`config.mk`:
```
export PLATFORM = sky130hd
export DESIGN_NAME = integer_square_root_newton
export DESIGN_NICKNAME = d
export VERILOG_FILES = /design/src/isqrt_pkg.sv /design/src/isqrt_div.sv /design/src/integer_square_root_newton.sv
export SDC_FILE = /design/constraint.sdc
export NUM_CORES = 1
export LEC_CHECK = 0
export BUFFER_PORTS_ARGS = -buffer_cell sky130_fd_sc_hd__clkbuf_2
export CAP_MARGIN = 20
export CORE_MARGIN = 2
export CORE_UTILIZATION = 35
export DETAILED_ROUTE_END_ITERATION = 6
export SYNTH_ARGS = -nofsm -noshare
export SYNTH_HDL_FRONTEND = slang
export SYNTH_SLANG_ARGS = --single-unit
```
`constraint.sdc`:
```
create_clock -name clk -period 5.6 [get_ports clk]
set_clock_uncertainty 0.15 [all_clocks]
set_input_delay 0.56 -clock clk [delete_from_list [all_inputs] [get_ports clk]]
set_output_delay 0.56 -clock clk [all_outputs]
set_load 0.005 [all_outputs]
```
`src/isqrt_pkg.sv`:
```
// ----------------------------------------------------------------------------
// isqrt_pkg
// Shared constants for the Newton integer square root block.
// ----------------------------------------------------------------------------
package isqrt_pkg;

  // Default radicand width
  localparam int DEF_DATA_WIDTH = 31;

  // Width of the root field on the result stream
  localparam int ROOT_W = 16;

endpackage

```
`src/isqrt_div.sv`:
```
// ----------------------------------------------------------------------------
// isqrt_div
// Restoring unsigned divider, one quotient bit per cycle. A start pulse
// loads the operands; done pulses once the quotient is valid. The quotient
// holds until the next start.
// ----------------------------------------------------------------------------
module isqrt_div #(
  parameter int DATA_WIDTH = 31
) (
  input  logic                  clk,
  input  logic                  rst,
  input  logic                  start,
  input  logic [DATA_WIDTH-1:0] dividend,
  input  logic [DATA_WIDTH-1:0] divisor,
  output logic                  done,
  output logic [DATA_WIDTH-1:0] quotient
);

  localparam int CNT_W = (DATA_WIDTH > 1) ? $clog2(DATA_WIDTH) : 1;

  logic                  busy;
  logic [CNT_W-1:0]      cnt;
  logic [DATA_WIDTH:0]   rem;
  logic [DATA_WIDTH-1:0] quo;
  logic [DATA_WIDTH-1:0] den;

  logic [DATA_WIDTH:0]   trial;
  logic                  fits;
  logic [DATA_WIDTH:0]   rem_next;
  logic [DATA_WIDTH-1:0] quo_next;

  // One shift-compare-subtract step
  always_comb begin
    trial    = {rem[DATA_WIDTH-1:0], quo[DATA_WIDTH-1]};
    fits     = (trial >= {1'b0, den});
    rem_next = fits ? (trial - {1'b0, den}) : trial;
    quo_next = {quo[DATA_WIDTH-2:0], fits};
  end

  // Control: busy flag, step counter, done pulse
  always_ff @(posedge clk) begin
    if (rst) begin
      busy <= 1'b0;
      done <= 1'b0;
      cnt  <= '0;
    end else begin
      done <= 1'b0;
      if (start) begin
        busy <= 1'b1;
        cnt  <= CNT_W'(DATA_WIDTH - 1);
      end else if (busy) begin
        cnt <= cnt - 1'b1;
        if (cnt == '0) begin
          busy <= 1'b0;
          done <= 1'b1;
        end
      end
    end
  end

  // Datapath: dividend bits shift out as quotient bits shift in
  always_ff @(posedge clk) begin
    if (start) begin
      rem <= '0;
      quo <= dividend;
      den <= divisor;
    end else if (busy) begin
      rem <= rem_next;
      quo <= quo_next;
    end
  end

  assign quotient = quo;

endmodule

```
`src/integer_square_root_newton.sv`:
```
// ----------------------------------------------------------------------------
// integer_square_root_newton
// Floor square root by Newton iteration on a shared serial divider.
//
//   Channel   Dir  Signals                       Payload
//   s_axis    in   tvalid/tready/tdata           radicand [DATA_WIDTH-1:0]
//   m_axis    out  tvalid/tready/tdata           root [15:0]
//
// Radicands 0 and 1 put their result on m_axis in the cycle after the transfer.
// Otherwise each Newton step loads the divider in ST_START, runs the
// bit-serial division in ST_DIV and updates the estimate on div_done;
// iteration stops once the new estimate is not below the current one.
// One item is in flight at a time; s_axis_tready is high only when idle.
// The result holds on m_axis while m_axis_tready is low.
// Synchronous active-high reset returns the sequencer to idle.
// ----------------------------------------------------------------------------
module integer_square_root_newton #(
  parameter int DATA_WIDTH = isqrt_pkg::DEF_DATA_WIDTH
) (
  input  logic                                 clk,
  input  logic                                 rst,
  input  logic                                 s_axis_tvalid,
  output logic                                 s_axis_tready,
  input  logic [((DATA_WIDTH+7)/8)*8-1:0]      s_axis_tdata,  // [DATA_WIDTH-1:0] radicand
  output logic                                 m_axis_tvalid,
  input  logic                                 m_axis_tready,
  output logic [isqrt_pkg::ROOT_W-1:0]         m_axis_tdata   // [15:0] root
);

  import isqrt_pkg::*;

  localparam int EXT_W = (DATA_WIDTH > ROOT_W) ? DATA_WIDTH : ROOT_W;

  localparam logic [1:0] ST_IDLE  = 2'd0;
  localparam logic [1:0] ST_START = 2'd1;
  localparam logic [1:0] ST_DIV   = 2'd2;
  localparam logic [1:0] ST_OUT   = 2'd3;

  logic [1:0]            state;
  logic [DATA_WIDTH-1:0] n_reg;
  logic [DATA_WIDTH-1:0] est;

  logic [DATA_WIDTH-1:0] in_n;
  logic                  in_xfer;
  logic                  div_done;
  logic [DATA_WIDTH-1:0] quot;
  logic [DATA_WIDTH:0]   sum;
  logic [DATA_WIDTH-1:0] est_new;
  logic                  converged;
  logic [EXT_W-1:0]      est_ext;

  assign in_n    = s_axis_tdata[DATA_WIDTH-1:0];
  assign in_xfer = s_axis_tvalid && s_axis_tready;

  // Shared divider: radicand / current estimate
  isqrt_div #(
    .DATA_WIDTH (DATA_WIDTH)
  ) u_div (
    .clk      (clk),
    .rst      (rst),
    .start    (state == ST_START),
    .dividend (n_reg),
    .divisor  (est),
    .done     (div_done),
    .quotient (quot)
  );

  // Newton update and stop test
  always_comb begin
    sum       = {1'b0, quot} + {1'b0, est};
    est_new   = sum[DATA_WIDTH:1];
    converged = (est_new >= est);
  end

  // Sequencer
  always_ff @(posedge clk) begin
    if (rst) begin
      state <= ST_IDLE;
    end else begin
      case (state)
        ST_IDLE: begin
          if (in_xfer) begin
            state <= (in_n < DATA_WIDTH'(2)) ? ST_OUT : ST_START;
          end
        end
        ST_START: begin
          state <= ST_DIV;
        end
        ST_DIV: begin
          if (div_done) begin
            state <= converged ? ST_OUT : ST_START;
          end
        end
        ST_OUT: begin
          if (m_axis_tready) begin
            state <= ST_IDLE;
          end
        end
        default: begin
          state <= ST_IDLE;
        end
      endcase
    end
  end

  // Radicand and estimate registers
  always_ff @(posedge clk) begin
    if (state == ST_IDLE && in_xfer) begin
      n_reg <= in_n;
      est   <= (in_n < DATA_WIDTH'(2)) ? in_n : (in_n >> 1);
    end else if (state == ST_DIV && div_done && !converged) begin
      est <= est_new;
    end
  end

  // Handshakes and result
  assign s_axis_tready = (state == ST_IDLE);
  assign m_axis_tvalid = (state == ST_OUT);
  assign est_ext       = EXT_W'(est);
  assign m_axis_tdata  = est_ext[ROOT_W-1:0];

endmodule
```
==> out/qor.csv <==
metric,value,unit
Longest Clk Path Bufs,2,
routability cong.,0.878,
max incr delay on CP,640,ps
gr usage total,16.8,%
HP Start,s_axis_tdata[12],
top_reg_cell synth,edfxtp_1,
"commonest cells after routing, fill and taps aside","nand2_1 (197), edfxtp_1 (124), ha_1 (94), inv_1 (80), a21oi_1 (77)",
Synth async-reset ratio,0,%
largest net degree at the start of global routing,67,
Max Cap Violations,0,
M3 GR Usage,2.56,%
RSZ-0062 raised after global routing,false,
"commonest non-fill, non-tap cell in the layout",nand2_1,
CTS sink cnt,164,
Starting Density,35.4,%
setup bufs post-CTS,0,
Setup crit start,est[7],
CP cell instances,ha_1 > a2111oi_0 > a21oi_1 > or2_2 > a31o_2 > a21oi_1 > xnor2_1 > ha_1 > nand4_1 > nor2_1 > nand2_1 > o41ai_1 > nor2_1 > a21oi_1 > a211o_1 > nand3_1 > buf_12,
"Reg clk slew, reported paths",70,ps
number of synthesized flops with an enable pin,124,
TNS Setup,0,ps
Top Ports,54,
# setup viols final,0,
CP max-delay cell,a2111oi_0,
nets@finish,1268,
FF-to-FF setup slack,470,ps
CP arrival,5150,ps
CTS tree,done,
Post-Layout Cell Count,1539,
post-synth cell types,60,
Worst Path Buf+Inv,1,
Avg Inst Size Synth,9.48,um^2
fillcell total,2960,
critical path endpoint category,register,
"Min Clock Period, post-route",5130,ps
M2 GR Usage,29.2,%
FP Rows,63,
"Seq/Total Area, Yosys",43.3,%
Worst-Margin Slew,941,ps
r2r endpoint,est[2],
Tcrit/Tclk final,91.6,%
DR vias/cell,5.16,
Final Max Tran Viols,0,
"Most Used Layer, Global Route",met2,
leak pwr,5.00,nW
CTS Hold Bufs,0,
Final Hold Viols,0,
total grt overflow,0,
Hold Crit Endpoint,n_reg[12],
core box area,0.0296,mm^2
P per Cell Area,436,mW/mm^2
status,completed,
first-pass GRT wire length,41.3,mm
Detailed Place HPWL,18.3,mm
fmax,195,MHz
WL final,25.0,mm
H-tree depth,4,
worst reg2reg path startpoint,est[7],
Port Buffer Count,52,
post-CTS resize count,0,
Num CTS Buffers,17,
Die ar.,0.0313,mm^2
Die X,177,um
layout cells sized above 1,10.2,%
cells after synthesis,1103,
crit start category,register,
Worst Path Required,5620,ps
Ys Warns,0,
worst setup path category,reg2reg,
critical path peak fanout,27,
Peak VDD IR,0.200,mV
CTS Root Cell,clkbuf_16,
initial antenna violation count,0,
CP most frequent cell,a21oi_1,
"flops & latches, synth",164,
WHS,186,ps
synthesized area,0.0105,mm^2
Worst-Skew Late Latency,440,ps
Slew headroom,37.2,%
via count,7935,
post-placement cell count,1506,
Chip Height,177,um
Hold Path Class,in2reg,
Hold Path Cell Cnt,1,
Starting DRT DRC Count,527,
vias in the first global route,7889,
DRC errors left,0,
Syn-to-layout area delta,10.9,%
R2R cell count,17,
synthesized net count,1235,
Antenna Nets Post-Route,0,
n_diodes,0,
"delay-heaviest family, CP",compound AO/OA/AOI/OAI gates,
met1 usage,21.5,%
Routed WL per cell,16.3,um
first drt pass iteration count,5,
==> area by class of cell <==
type / count / area (um^2) / share of cell area (%)
clock buffer: 19 / 433 / 3.73
clock inverter: 13 / 124 / 1.07
inverter: 82 / 308 / 2.65
multi-input combinational: 811 / 5380 / 46.4
sequential: 164 / 4520 / 39.0
tap: 390 / 488 / 4.21
timing repair buffer: 60 / 345 / 2.98
==> how the worst max path moves through the flow <==
stage	slack, ps	end	cells after the start
floorplan	700	est[0]	16
global placement	530	est[8]	17
detailed placement	440	est[3]	17
CTS	410	est[2]	17
global route	20	est[2]	17
finish	470	est[2]	17
==> layer usage <==
layer	up-vias	part of all wire (%)
met5	-	0
met4	0	1.6
met3	25	2.9
met2	108	49
met1	3792	46
li1	4010	-
==> power breakdown <==
part / switching, mW / internal [mW] / total [mW]
Combinational: 1.27 / 0.939 / 2.21
Clock: 0.507 / 0.617 / 1.12
Sequential: 0.154 / 1.57 / 1.73
==> cells in the mapped netlist, types with 3 or more instances <==
library cell  count  share of area, %
a211o_1           6              0.50
a211oi_1          7              0.50
a21o_1           39               2.8
a21oi_1          77               3.7
a311oi_1          4              0.34
a31o_2            5              0.42
a31oi_1           6              0.36
and2_1            3              0.18
and3_1           12              0.72
and4_1            4              0.34
buf_4            17               1.2
clkbuf_1         26              0.93
dfxtp_1          40               7.7
edfxtp_1        124                36
ha_1             94                11
inv_1            80               2.9
mux2_2           14               1.5
mux2i_1          25               2.4
nand2_1         197               7.1
nand2b_1          8              0.48
nand3_1          19              0.91
nand4_1          17               1.0
nor2_1           53               1.9
nor2b_1          13              0.78
nor3_1           15              0.72
nor4_1            9              0.54
o21a_1           10              0.72
o21ai_0          53               2.5
o21ai_1          15              0.72
o21bai_1         10              0.72
o31ai_1           5              0.36
o41ai_1           3              0.25
xnor2_1          34               2.8
xor2_1           22               1.8
==> through the flow <==
| step | worst slack [ps] | cell area, um^2 | power, mW | utilization, % |
|---|---|---|---|---|
| after detailed placement | 445 | 11000 | 3.95 | 37.3 |
| after global routing | 20.4 | 11600 | 5.47 | 39.2 |
| final | 471 | 11600 | 5.06 | 39.2 |
| after global placement | 535 | 11000 | 3.92 | 37.3 |
| after floorplan | 696 | 10500 | 3.43 | - |
| after CTS | 412 | 11600 | 5.09 | 39.2 |
==> cell families (layout without fill, tap and decap cells) <==
family | Yosys count | count (layout) | synth area share [%]
mux | 39 | 39 | 3.90
xor+xnor | 56 | 56 | 4.69
compound gates | 262 | 262 | 15.9
fa+ha+maj | 96 | 96 | 11.6
buf+inv | 128 | 174 | 5.35
flops | 164 | 164 | 43.3
simple gates | 358 | 358 | 15.3
(Power assumes the default switching activity.)
